**config.mk**
```make
export PLATFORM = sky130hd
export DESIGN_NAME = brau_queue
export DESIGN_NICKNAME = d
export VERILOG_FILES = /design/src/design/brau_pkg.sv /design/src/design/brau_queue.sv
export SDC_FILE = /design/constraint.sdc
export NUM_CORES = 1
export LEC_CHECK = 0
export ABC_AREA = 1
export ABC_CLOCK_PERIOD_IN_PS = 1810
export BUFFER_PORTS_ARGS = -buffer_cell sky130_fd_sc_hd__buf_2
export CAP_MARGIN = 20
export CORE_UTILIZATION = 45
export DETAILED_ROUTE_END_ITERATION = 8
export GPL_TIMING_DRIVEN = 0
export PLACE_DENSITY_LB_ADDON = 0.3
export SLEW_MARGIN = 20
export SYNTH_ARGS = -nofsm -noshare
export SYNTH_HDL_FRONTEND = slang
export SYNTH_SLANG_ARGS = --single-unit
```
**constraint.sdc**
```tcl
create_clock -name clk -period 1.81 [get_ports clk]
set_input_delay 0 -clock clk [delete_from_list [all_inputs] [get_ports clk]]
set_output_delay 0 -clock clk [all_outputs]
set_load 0.02 [all_outputs]
```
**src/design/brau_pkg.sv**
```systemverilog
package brau_pkg;

  localparam int POOL_W     = 10;
  localparam int BYTE_IDX_W = 9;
  localparam int LEN_W      = 13;
  localparam int START_W    = 12;
  localparam int QDEPTH     = 2;
  localparam int QPTR_W     = 1;

  localparam logic [1:0] CMD_CLEAR = 2'd0;
  localparam logic [1:0] CMD_TEST  = 2'd1;
  localparam logic [1:0] CMD_WRITE = 2'd2;
  localparam logic [1:0] CMD_SCAN  = 2'd3;

  localparam logic [1:0] ST_OK       = 2'd0;
  localparam logic [1:0] ST_NOTFOUND = 2'd1;
  localparam logic [1:0] ST_RANGE    = 2'd2;

  localparam logic [2:0] OP_CLEAR    = 3'd0;
  localparam logic [2:0] OP_TEST     = 3'd1;
  localparam logic [2:0] OP_WRITE    = 3'd2;
  localparam logic [2:0] OP_SCAN     = 3'd3;
  localparam logic [2:0] OP_RANGE    = 3'd4;
  localparam logic [2:0] OP_NOTFOUND = 3'd5;

  typedef struct packed {
    logic [1:0]  command;
    logic [11:0] bit_index;
    logic        bit_value;
    logic [12:0] run_length;
  } in_item_t;

  typedef struct packed {
    logic [1:0]  status;
    logic        bit_read;
    logic [11:0] run_start;
  } out_item_t;

  typedef struct packed {
    logic [2:0]            op;
    logic [BYTE_IDX_W-1:0] byte_addr;
    logic [2:0]            bit_sel;
    logic                  bit_value;
    logic [LEN_W-1:0]      run_length;
  } op_t;

endpackage

```
**src/design/brau_queue.sv**
```systemverilog
module brau_queue (
  input  logic          clk,
  input  logic          rst_n,
  input  logic          push,
  input  brau_pkg::op_t push_op,
  input  logic          pop,
  output logic          full,
  output logic          valid,
  output brau_pkg::op_t head_op
);

  localparam int CNT_W = brau_pkg::QPTR_W + 1;

  brau_pkg::op_t               entry_r [brau_pkg::QDEPTH];
  logic [brau_pkg::QPTR_W-1:0] wr_ptr_r, wr_ptr_nxt;
  logic [brau_pkg::QPTR_W-1:0] rd_ptr_r, rd_ptr_nxt;
  logic [CNT_W-1:0]            count_r, count_nxt;

  assign full    = count_r == CNT_W'(brau_pkg::QDEPTH);
  assign valid   = count_r != '0;
  assign head_op = entry_r[rd_ptr_r];

  always_comb begin
    wr_ptr_nxt = push ? wr_ptr_r + 1'b1 : wr_ptr_r;
    rd_ptr_nxt = pop ? rd_ptr_r + 1'b1 : rd_ptr_r;
    count_nxt  = count_r + CNT_W'(push) - CNT_W'(pop);
  end

  always_ff @(posedge clk) begin
    if (!rst_n) begin
      wr_ptr_r <= '0;
      rd_ptr_r <= '0;
      count_r  <= '0;
    end else begin
      wr_ptr_r <= wr_ptr_nxt;
      rd_ptr_r <= rd_ptr_nxt;
      count_r  <= count_nxt;
    end
  end

  always_ff @(posedge clk) begin
    if (push) begin
      entry_r[wr_ptr_r] <= push_op;
    end
  end

endmodule

```
==> flow_metrics.env <==
export IMPL_place_hpwl_mm=2.67
export IMPL_dieWidth_um=74.4
export IMPL_drt_drc_violations_left=0
export IMPL_crit_required_ns=1.81
export IMPL_ys_warnings_count=0
export IMPL_synth_top_cell_by_area="edfxtp_1"
export IMPL_vias_per_cell=4.55
export IMPL_clockRootBuffer="clkbuf_8"
export IMPL_clock_fmax_ghz=0.678
export IMPL_final_hold_violation_count=0
export IMPL_drv_slew=0
export IMPL_synth_top_family_by_area="multiplexers"
export IMPL_synth_compound_area_frac=0.00212
export IMPL_hp_class="in2reg"
export IMPL_nets=266
export IMPL_cts_buffers=9
export IMPL_antenna_found_initial=0
export IMPL_drt_iter0_drc=37
export IMPL_final_antenna_net_count=0
export IMPL_first_pass_iters=4
export IMPL_drv_cap=0
export IMPL_ios=64
export IMPL_rsz0062_at_grt="no"
export IMPL_fin_tns_setup_ns=0
export IMPL_max_clock_path_buffers=2
export IMPL_seq_area_mm2=0.00184
export IMPL_grt_ovfl_total=0
export IMPL_p_leak_nw=1.34
export IMPL_outcome="finished clean"
export IMPL_fillers=369
export IMPL_synthTopCellsByArea="edfxtp_1 (74%), mux2_2 (9.1%), mux2_4 (6.4%), dfxtp_1 (4.2%), nand2_1 (1.4%)"
export IMPL_die_height_um=74.4
export IMPL_grt_pass1_wl_mm=6.49
export IMPL_avgSynthCellArea_um2=19.2
export IMPL_antenna_cells=0
export IMPL_h_tree_depth=3
export IMPL_synth_nets=158
export IMPL_layout_common_cells="buf_2 (64), edfxtp_1 (58), dlygate4sd3_1 (32)"
export IMPL_clk_latency_ns=0.32
export IMPL_drive_above_1_share=0.466
export IMPL_cts_clk_slew_worst_paths_ns=0.06
export IMPL_endpoint_kind="primary output"
export IMPL_relSlewSlack=0.594
export IMPL_core_area_mm2=0.00488
export IMPL_synth_simple_gate_area_frac=0.0292
export IMPL_rows=25
export IMPL_cts_sinks=63
export IMPL_gp_congestion=0.618
export IMPL_initial_core_util=0.483
export IMPL_worstPathMaxFanout=10
export IMPL_hold_slack_ns=0.399
export IMPL_finalCritPeriodShare=0.814
export IMPL_yosys_mux_area_fraction=0.154
export IMPL_path_class="reg2out"
export IMPL_final_common_cell="buf_2"
export IMPL_ys_seq_area_frac=0.781
export IMPL_cts_tree="yes"
export IMPL_grt_max_degree=18
export IMPL_powerDensity_mw_per_mm2=969
export IMPL_yosysUniqueCellTypes=12
export IMPL_first_global_vias=1469
export IMPL_portBuffers=63
export IMPL_finClkSkew_ns=0.00591
export IMPL_min_period_ns=1.47
export IMPL_multi_input_area_um2=470
export IMPL_worst_slack_ns=0.336
export IMPL_vdd_drop_max_mv=0.625
export IMPL_setup_viol=0
export IMPL_tightest_slew_ns=0.608
export IMPL_worst_setup_path_start_kind="flip-flop"
export IMPL_synthAdderAreaFrac=0.0106
export IMPL_synth_xor_area_frac=0
export IMPL_grtUsageTotal=0.172
export IMPL_layout_cells_non_filler=303
export IMPL_ys_seq_elements=63
export IMPL_critPathArrivalTime_ns=1.47
export IMPL_syn_inst=123
export IMPL_die_area_mm2=0.00553
export IMPL_netlist_area_leader_share=0.738
export IMPL_place_inst=255
export IMPL_route_vias_total=1379
export IMPL_place_ws_ns=0.312
export IMPL_area_delta_synth_final_pct=40.4
export IMPL_routedWlPerCell_um=14.0
export IMPL_synth_cell_area_mm2=0.00236
export IMPL_routed_wl_mm=4.25
worst max-delay path, stage by stage (launching register included):
cell and delay, ns:
dfxtp_1 0.34, buf_6 0.16, buf_6 0.19, mux2_4 0.31, buf_2 0.16
repair_timing:
item                      in CTS  in global routing
gates resized for setup        0                  0
hold buffers                  32                  0
hold endpoints to repair      63                  0
setup buffers                  0                  0
layer usage:
layer	vias up	wire length (um)	global-route usage
li1	673	-	-
met1	661	1700	0.179
met2	38	2300	0.303
met3	7	193	0.0691
met4	0	57	0.0776
met5	-	0	0
metrics by stage:
step                utilization  power [W]  area [um2]
floorplan                     -    0.00198        2360
global placement          0.566    0.00211        2760
detailed placement        0.578    0.00214        2820
CTS                       0.679    0.00324        3310
global route              0.679    0.00335        3310
finish                    0.679    0.00321        3310
worst paths after layout:
check | slack [ns] | end | cells after the start | from
worst max-delay path | 0.34 | head_op[12] | 4 | flip-flop
worst min-delay path | 0.40 | entry_r[0][24] | 2 | push_op[24]
worst max register to register | 0.34 | entry_r[1][10] | 3 | wr_ptr_r
worst min register to register | 0.52 | rd_ptr_r | 2 | rd_ptr_r
sequential cells by signal (all words and copies together), names as in the netlist, named ones only:
name      cells
entry_r      58
count_r       2
rd_ptr_r      1
wr_ptr_r      1
cells in the mapped netlist:
master	count
inv_1	7
dfxtp_1	5
a21oi_1	1
nand3_1	1
buf_6	2
nor2_1	8
mux2_2	19
nand2_1	9
buf_2	1
ha_1	2
mux2_4	10
edfxtp_1	58
layout make-up:
type / count / share of cell area
multi-input combinational: 50 / 0.142
buffer: 3 / 0.00831
clock inverter: 1 / 0.00151
sequential: 63 / 0.556
clock buffer: 15 / 0.0502
timing repair buffer: 97 / 0.209
inverter: 7 / 0.00793
tap: 67 / 0.0253
power breakdown:
| group | switching [W] | total, W | internal [W] | leakage, nW |
|---|---|---|---|---|
| Combinational | 0.000238 | 0.000460 | 0.000222 | 0.668 |
| Sequential | 0.0000232 | 0.00170 | 0.00168 | 0.586 |
| Clock | 0.000472 | 0.00104 | 0.000572 | 0.0877 |
cell families (layout without fill, tap and decap cells):
logic type / Yosys count / after routing
AOI/OAI and AO/OA: 1 / 1
adders and majority gates: 2 / 2
buffers and inverters: 10 / 123
DFF: 63 / 63
muxes: 29 / 29
and+or+nand+nor: 18 / 18
Power figures use the tool's default switching activity.
