--- src/design/brau_pkg.sv ---
package brau_pkg;

  localparam int POOL_W     = 10;
  localparam int BYTE_IDX_W = 9;
  localparam int LEN_W      = 13;
  localparam int START_W    = 12;
  localparam int QDEPTH     = 2;
  localparam int QPTR_W     = 1;

  localparam logic [1:0] CMD_CLEAR = 2'd0;
  localparam logic [1:0] CMD_TEST  = 2'd1;
  localparam logic [1:0] CMD_WRITE = 2'd2;
  localparam logic [1:0] CMD_SCAN  = 2'd3;

  localparam logic [1:0] ST_OK       = 2'd0;
  localparam logic [1:0] ST_NOTFOUND = 2'd1;
  localparam logic [1:0] ST_RANGE    = 2'd2;

  localparam logic [2:0] OP_CLEAR    = 3'd0;
  localparam logic [2:0] OP_TEST     = 3'd1;
  localparam logic [2:0] OP_WRITE    = 3'd2;
  localparam logic [2:0] OP_SCAN     = 3'd3;
  localparam logic [2:0] OP_RANGE    = 3'd4;
  localparam logic [2:0] OP_NOTFOUND = 3'd5;

  typedef struct packed {
    logic [1:0]  command;
    logic [11:0] bit_index;
    logic        bit_value;
    logic [12:0] run_length;
  } in_item_t;

  typedef struct packed {
    logic [1:0]  status;
    logic        bit_read;
    logic [11:0] run_start;
  } out_item_t;

  typedef struct packed {
    logic [2:0]            op;
    logic [BYTE_IDX_W-1:0] byte_addr;
    logic [2:0]            bit_sel;
    logic                  bit_value;
    logic [LEN_W-1:0]      run_length;
  } op_t;

endpackage

--- src/design/brau_front.sv ---
module brau_front (
  input  logic                        in_valid,
  output logic                        in_ready,
  input  brau_pkg::in_item_t          in_item,
  input  logic [brau_pkg::POOL_W-1:0] pool,
  input  logic                        init_busy,
  input  logic                        q_full,
  output logic                        push,
  output brau_pkg::op_t               push_op
);

  logic [brau_pkg::BYTE_IDX_W-1:0] byte_addr;
  logic                            out_of_pool;
  logic                            bad_len;

  assign byte_addr   = in_item.bit_index[11:3];
  assign out_of_pool = {1'b0, byte_addr} >= pool;
  // a run must be nonzero and fit inside the pool's bits
  assign bad_len     = (in_item.run_length == '0) ||
                       (in_item.run_length > {pool, 3'b000});

  assign in_ready = !q_full && !init_busy;
  assign push     = in_valid && in_ready;

  always_comb begin
    push_op.byte_addr  = byte_addr;
    push_op.bit_sel    = in_item.bit_index[2:0];
    push_op.bit_value  = in_item.bit_value;
    push_op.run_length = in_item.run_length;
    case (in_item.command)
      brau_pkg::CMD_CLEAR: push_op.op = brau_pkg::OP_CLEAR;
      brau_pkg::CMD_TEST:  push_op.op = out_of_pool ? brau_pkg::OP_RANGE : brau_pkg::OP_TEST;
      brau_pkg::CMD_WRITE: push_op.op = out_of_pool ? brau_pkg::OP_RANGE : brau_pkg::OP_WRITE;
      brau_pkg::CMD_SCAN:  push_op.op = bad_len ? brau_pkg::OP_NOTFOUND : brau_pkg::OP_SCAN;
      default:             push_op.op = brau_pkg::OP_CLEAR;
    endcase
  end

endmodule

--- config.mk ---
export PLATFORM = sky130hd
export DESIGN_NAME = brau_front
export DESIGN_NICKNAME = d
export VERILOG_FILES = /design/src/design/brau_pkg.sv /design/src/design/brau_front.sv
export SDC_FILE = /design/constraint.sdc
export NUM_CORES = 1
export LEC_CHECK = 0
export BUFFER_PORTS_ARGS = -buffer_cell sky130_fd_sc_hd__buf_2
export CORE_UTILIZATION = 42
export DETAILED_ROUTE_END_ITERATION = 12
export PLACE_DENSITY = 0.91
export SYNTH_ARGS = -nofsm -noshare
export SYNTH_HDL_FRONTEND = slang
export SYNTH_SLANG_ARGS = --single-unit
--- constraint.sdc ---
create_clock -name vclk -period 3.5
set_clock_uncertainty 0.05 [all_clocks]
set_input_delay 0.525 -clock vclk [all_inputs]
set_output_delay 0.525 -clock vclk [all_outputs]
set_load 0.005 [all_outputs]
==> results of run 1 <==
-- cells in the final DEF (no fill, tap or decap) --
cell type                    n
sky130_fd_sc_hd__a21o_1      3
sky130_fd_sc_hd__nand2b_1    1
sky130_fd_sc_hd__nor2_1      3
sky130_fd_sc_hd__o21ai_0     1
sky130_fd_sc_hd__nand2_1     5
sky130_fd_sc_hd__and2_1      1
sky130_fd_sc_hd__o21a_1      2
sky130_fd_sc_hd__o21bai_1    1
sky130_fd_sc_hd__nand3_1     1
sky130_fd_sc_hd__o211ai_1    2
sky130_fd_sc_hd__nand4_1     3
sky130_fd_sc_hd__or3_4       1
sky130_fd_sc_hd__ha_1       19
sky130_fd_sc_hd__o21ai_1     1
sky130_fd_sc_hd__a21oi_1     5
sky130_fd_sc_hd__a211o_1     1
sky130_fd_sc_hd__nor3_1      1
sky130_fd_sc_hd__inv_1      13
sky130_fd_sc_hd__and3_1      1
sky130_fd_sc_hd__or4_1       1
sky130_fd_sc_hd__o32ai_1     1
sky130_fd_sc_hd__a311oi_1    1
sky130_fd_sc_hd__o2111ai_1   1
sky130_fd_sc_hd__buf_2      64
sky130_fd_sc_hd__nor4_1      1
sky130_fd_sc_hd__nor4_2      1
sky130_fd_sc_hd__nor2b_1     3
-- through the flow --
stage / hold slack, ns / cells / util / area (µm²) / setup slack (ns)
final: 1.00 / 154 / 0.565 / 891 / 0.907
after global routing: 1.00 / 154 / 0.565 / 891 / 0.773
after CTS: 1.00 / 154 / 0.565 / 891 / 0.908
after detailed placement: 1.00 / 154 / 0.565 / 891 / 0.902
after global placement: 1.00 / 154 / 0.565 / 891 / 0.967
after floorplan: 1.03 / 100 / - / 746 / 1.24
-- area by class of cell --
type | count | area share
multi-input combinational | 61 | 0.563
timing repair buffer | 64 | 0.360
tap | 16 | 0.0225
inverter | 13 | 0.0548
-- power groups by stage --
stage	combinational, W	sequential [W]	clock (W)
after floorplan	0.0000702	0	0
after global placement	0.0000956	0	0
after detailed placement	0.000101	0	0
after CTS	0.000102	0	0
after global routing	0.000115	0	0
final	0.000102	0	0
-- worst max-delay path: stages --
cell,delay [ns]
sky130_fd_sc_hd__buf_2,0.07
sky130_fd_sc_hd__inv_1,0.04
sky130_fd_sc_hd__ha_1,0.31
sky130_fd_sc_hd__nand4_1,0.14
sky130_fd_sc_hd__o21bai_1,0.18
sky130_fd_sc_hd__a311oi_1,0.36
sky130_fd_sc_hd__nor3_1,0.11
sky130_fd_sc_hd__a21o_1,0.16
sky130_fd_sc_hd__buf_2,0.12
-- routing by layer --
metal / track usage / vias up / routed length (µm)
met5: 0 / - / 0
met4: 0.0121 / 0 / 4
met3: 0 / 2 / 114
met2: 0.379 / 36 / 966
met1: 0.161 / 351 / 658
li1: - / 401 / -
-- worst paths after layout --
| path | endpoint | slack [ns] | cells past startpoint |
|---|---|---|---|
| hold / removal | push_op[15] | 1.00 | 0 |
| setup / recovery | push_op[27] | 0.91 | 9 |
-- cells by family after synthesis --
group	Yosys count	share of synthesized area
adder cells (fa/ha/maj)	19	0.319
buffers and inverters	39	0.327
AO/OA/AOI/OAI	19	0.174
AND/OR/NAND/NOR	23	0.180
==> impl_metrics.yaml, run 1 <==
floorplan:
  io-pin-count: 72
  die-width_um: 44.1
  die-area_um2: 1950
  row_count: 14
  placeableCoreArea_um2: 1580
  die_y_um: 44.1
  initial_utilization: 0.473
clocking:
  post_cts_buffers: 0
  holdBufCountCts: 0
  postCtsResizedCells: 0
min_path:
  min-delay-start: "in_item[15]"
  holdCritPathClass: "in2out"
pwr:
  total_power_per_unit_cell_area_nw_per_um2: 114
  total_power_w: 0.000102
  leakage_nw: 0.562
  p_comb_frac: 1.000
  internal-power_w: 0.0000523
  worst_ir_drop_vdd_uv: 54.5
  clock_power_share: 0
  sequentialPowerShare: 0
  power.net_switching_w: 0.0000493
  power_switching_share: 0.485
setup_path:
  classification_of_the_worst_setup_path: "in2out"
  end_kind: "output port"
  worst-endpoint-arrival_ns: 2.02
  crit_fanout: 3
  cp_data_required_time_ns: 2.92
  setup.worst_path.start: "pool[4]"
  worstSetupStartpointType: "input pin"
synth:
  synth_area_per_cell_um2: 7.46
  yosys_warnings: 0
  synthDistinctLibCells: 27
  synth.most_common_cell: "sky130_fd_sc_hd__buf_4"
  synth.yosys.seq_area_share: 0
  synthCells: 100
  yosys-top-cells-area: "sky130_fd_sc_hd__ha_1 32%, sky130_fd_sc_hd__buf_4 26%, sky130_fd_sc_hd__inv_1 6.5%, sky130_fd_sc_hd__a21oi_1 3.4%, sky130_fd_sc_hd__a21o_1 3.0%"
  post_synth_instance_area_um2: 746
  synthTopCellsByCount: "26 x sky130_fd_sc_hd__buf_4, 19 x sky130_fd_sc_hd__ha_1, 13 x sky130_fd_sc_hd__inv_1"
  yosys.area.top_type_share: 0.319
  synthDominantAreaCellType: "sky130_fd_sc_hd__ha_1"
  mappedNetlistNets: 160
detailed_routing:
  vias_per_cell: 5.13
  drt-total-wl_mm: 1.74
  final_antenna_net_count: 0
  route.detailed.drc: 2
  wire_per_inst_um: 11.3
  drt_iter0_drc: 10
  detail_route.first_pass.iterations: 10
  number_of_vias_after_detailed_routing: 790
global_routing:
  grt_pass1_vias: 692
  grt_use_total: 0.165
  antenna_found_initial: 0
  grt_overflow_total: 0
  largest_net_degree_at_the_start_of_global_routing: 5
  grt_pass1_wl_mm: 2.53
sta:
  timing.final.crit_share: 0.741
  final-setup-viol-count: 0
  timing.fmax_ghz: 0.386
  post-route-min-period_ns: 2.59
  worstMarginPinSlew_ns: 0.363
  timing.final.max_slew_violations: 0
  finalHoldViolCount: 0
  grt_setup_unrepaired: "false"
  maxSlewHeadroom: 0.757
  final.setup.tns_ns: 0
status:
  outcome: "finished with violations"
  violated_checks: "DRC"
cells_and_area:
  syn2layout_area_growth_pct: 19.5
  n_antenna_cell: 0
  number_of_clock_buffer_instances_in_the_layout: 0
  final_net_count: 200
  drive_gt1_frac: 0.478
  seqCellArea_um2: 0
  seq_cells: 0
  fillers: 173
  multi_input_comb_area_um2: 502
flow_run:
  max-cap-violations: 0
placed_design:
  port-buffer-count: 64
  place_hpwl_mm: 1.61
  finalWeightedCongestion: 0.744
Power figures use the tool's default switching activity.
==> run 2: changes to the inputs <==
CORE_UTILIZATION = 35   (was 42)
PLACE_DENSITY = 0.81   (was 0.91)
clock period = 2.2 ns   (was 3.5 ns; I/O delays follow)
==> impl_metrics.yaml, run 2 (same netlist as run 1, synthesis figures left out) <==
status:
  outcome: "finished clean"
setup_path:
  cp_data_required_time_ns: 1.82
  critical-path-top-delay-family: "simple AND/OR/NAND/NOR gates"
  classification_of_the_worst_setup_path: "in2out"
  crit_fanout: 3
  cp_cell_sequence: "buf_2 -> ha_4 -> nand4_1 -> nor4_4 -> a311oi_2 -> nor3_1 -> a21o_1 -> buf_2"
  cp.buffers_inverters: 2
  worst-endpoint-arrival_ns: 1.74
  end_kind: "output port"
  cp_slowest_cell: "sky130_fd_sc_hd__nor4_4"
  path_common_cell: "sky130_fd_sc_hd__buf_2"
  worstSetupStartpointType: "input pin"
  max_stage_delay_ns: 0.37
detailed_routing:
  drt-total-wl_mm: 2.03
  number_of_vias_after_detailed_routing: 831
  route.detailed.drc: 0
  drt_iter0_drc: 5
  detail_route.first_pass.iterations: 5
  final_antenna_net_count: 0
  wire_per_inst_um: 12.0
  vias_per_cell: 4.92
sta:
  post-route-min-period_ns: 2.12
  finalHoldViolCount: 0
  timing.fmax_ghz: 0.472
  worstMarginPinSlew_ns: 0.273
  final-setup-viol-count: 0
  timing.final.max_slew_violations: 0
  final.setup.tns_ns: 0
  timing.final.crit_share: 0.962
  maxSlewHeadroom: 0.817
cells_and_area:
  seqCellArea_um2: 0
  fillers: 182
  drive_gt1_frac: 0.620
  number_of_clock_buffer_instances_in_the_layout: 0
  syn2layout_area_growth_pct: 47.7
  most_frequent_cells_in_the_layout: "57 x sky130_fd_sc_hd__buf_2, 11 x sky130_fd_sc_hd__ha_1, 8 x sky130_fd_sc_hd__inv_2, 8 x sky130_fd_sc_hd__ha_4, 7 x sky130_fd_sc_hd__buf_6"
  n_antenna_cell: 0
  seq_cells: 0
  layout.cells.non_filler: 169
  final_net_count: 204
  mostFrequentLayoutCell: "sky130_fd_sc_hd__buf_2"
placed_design:
  port-buffer-count: 64
  place_hpwl_mm: 1.52
  numPlacedInstances: 165
  finalWeightedCongestion: 0.738
global_routing:
  antenna_found_initial: 0
  grt_pass1_vias: 623
  grt_overflow_total: 0
  grt_use_total: 0.126
  grt_pass1_wl_mm: 2.18
  largest_net_degree_at_the_start_of_global_routing: 5
floorplan:
  die_y_um: 48.2
  die-area_um2: 2320
  placeableCoreArea_um2: 1980
  die-width_um: 48.2
  row_count: 16
  io-pin-count: 72
  initial_utilization: 0.376
pwr:
  worst_ir_drop_vdd_uv: 71.7
  total_power_per_unit_cell_area_nw_per_um2: 185
  leakage_nw: 0.598
min_path:
  holdCritPathClass: "in2out"
flow_run:
  max-cap-violations: 0
==> run 2: what timing repair did <==
item,CTS,global route
gates resized for setup,0,29
hold buffers,0,0
endpoints found under the setup margin,0,2
setup buffers,0,4
==> run 2: report_power, final <==
| part | switching, W | total (W) | internal [W] |
|---|---|---|---|
| Clock | 0 | 0 | 0 |
| Sequential | 0 | 0 | 0 |
| Combinational | 0.0000942 | 0.000203 | 0.000109 |
==> run 2: layout make-up <==
| class | instances | area [µm²] | share of cell area |
|---|---|---|---|
| multi-input combinational | 61 | 624 | 0.567 |
| inverter | 13 | 48.8 | 0.0443 |
| timing repair buffer | 68 | 394 | 0.358 |
| tap | 27 | 33.8 | 0.0307 |
==> run 2: metrics by stage <==
| stage | worst slack, ns | area, µm² | utilization | power, W | hold slack, ns |
|---|---|---|---|---|---|
| floorplan | 0.333 | 746 | - | 0.000112 | 0.642 |
| global placement | 0.0692 | 905 | 0.456 | 0.000153 | 0.610 |
| detailed placement | 0.0366 | 905 | 0.456 | 0.000160 | 0.610 |
| CTS | 0.0347 | 905 | 0.456 | 0.000161 | 0.610 |
| global route | -0.0219 | 1100 | 0.556 | 0.000228 | 0.610 |
| finish | 0.0830 | 1100 | 0.556 | 0.000203 | 0.610 |
==> run 2: worst paths after layout <==
| kind | slack [ns] | cells past startpoint | endpoint | startpoint |
|---|---|---|---|---|
| worst max-delay path | 0.08 | 8 | push_op[27] | in_item[11] |
| worst min-delay path | 0.61 | 0 | push_op[16] | in_item[16] |
==> run 2: layer usage <==
metal  up-vias  part of all wire  track usage
li1        411                 -            -
met1       372              0.37        0.134
met2        46              0.56        0.272
met3         2             0.066      0.00741
met4         0            0.0025      0.00556
met5         -                 0            0
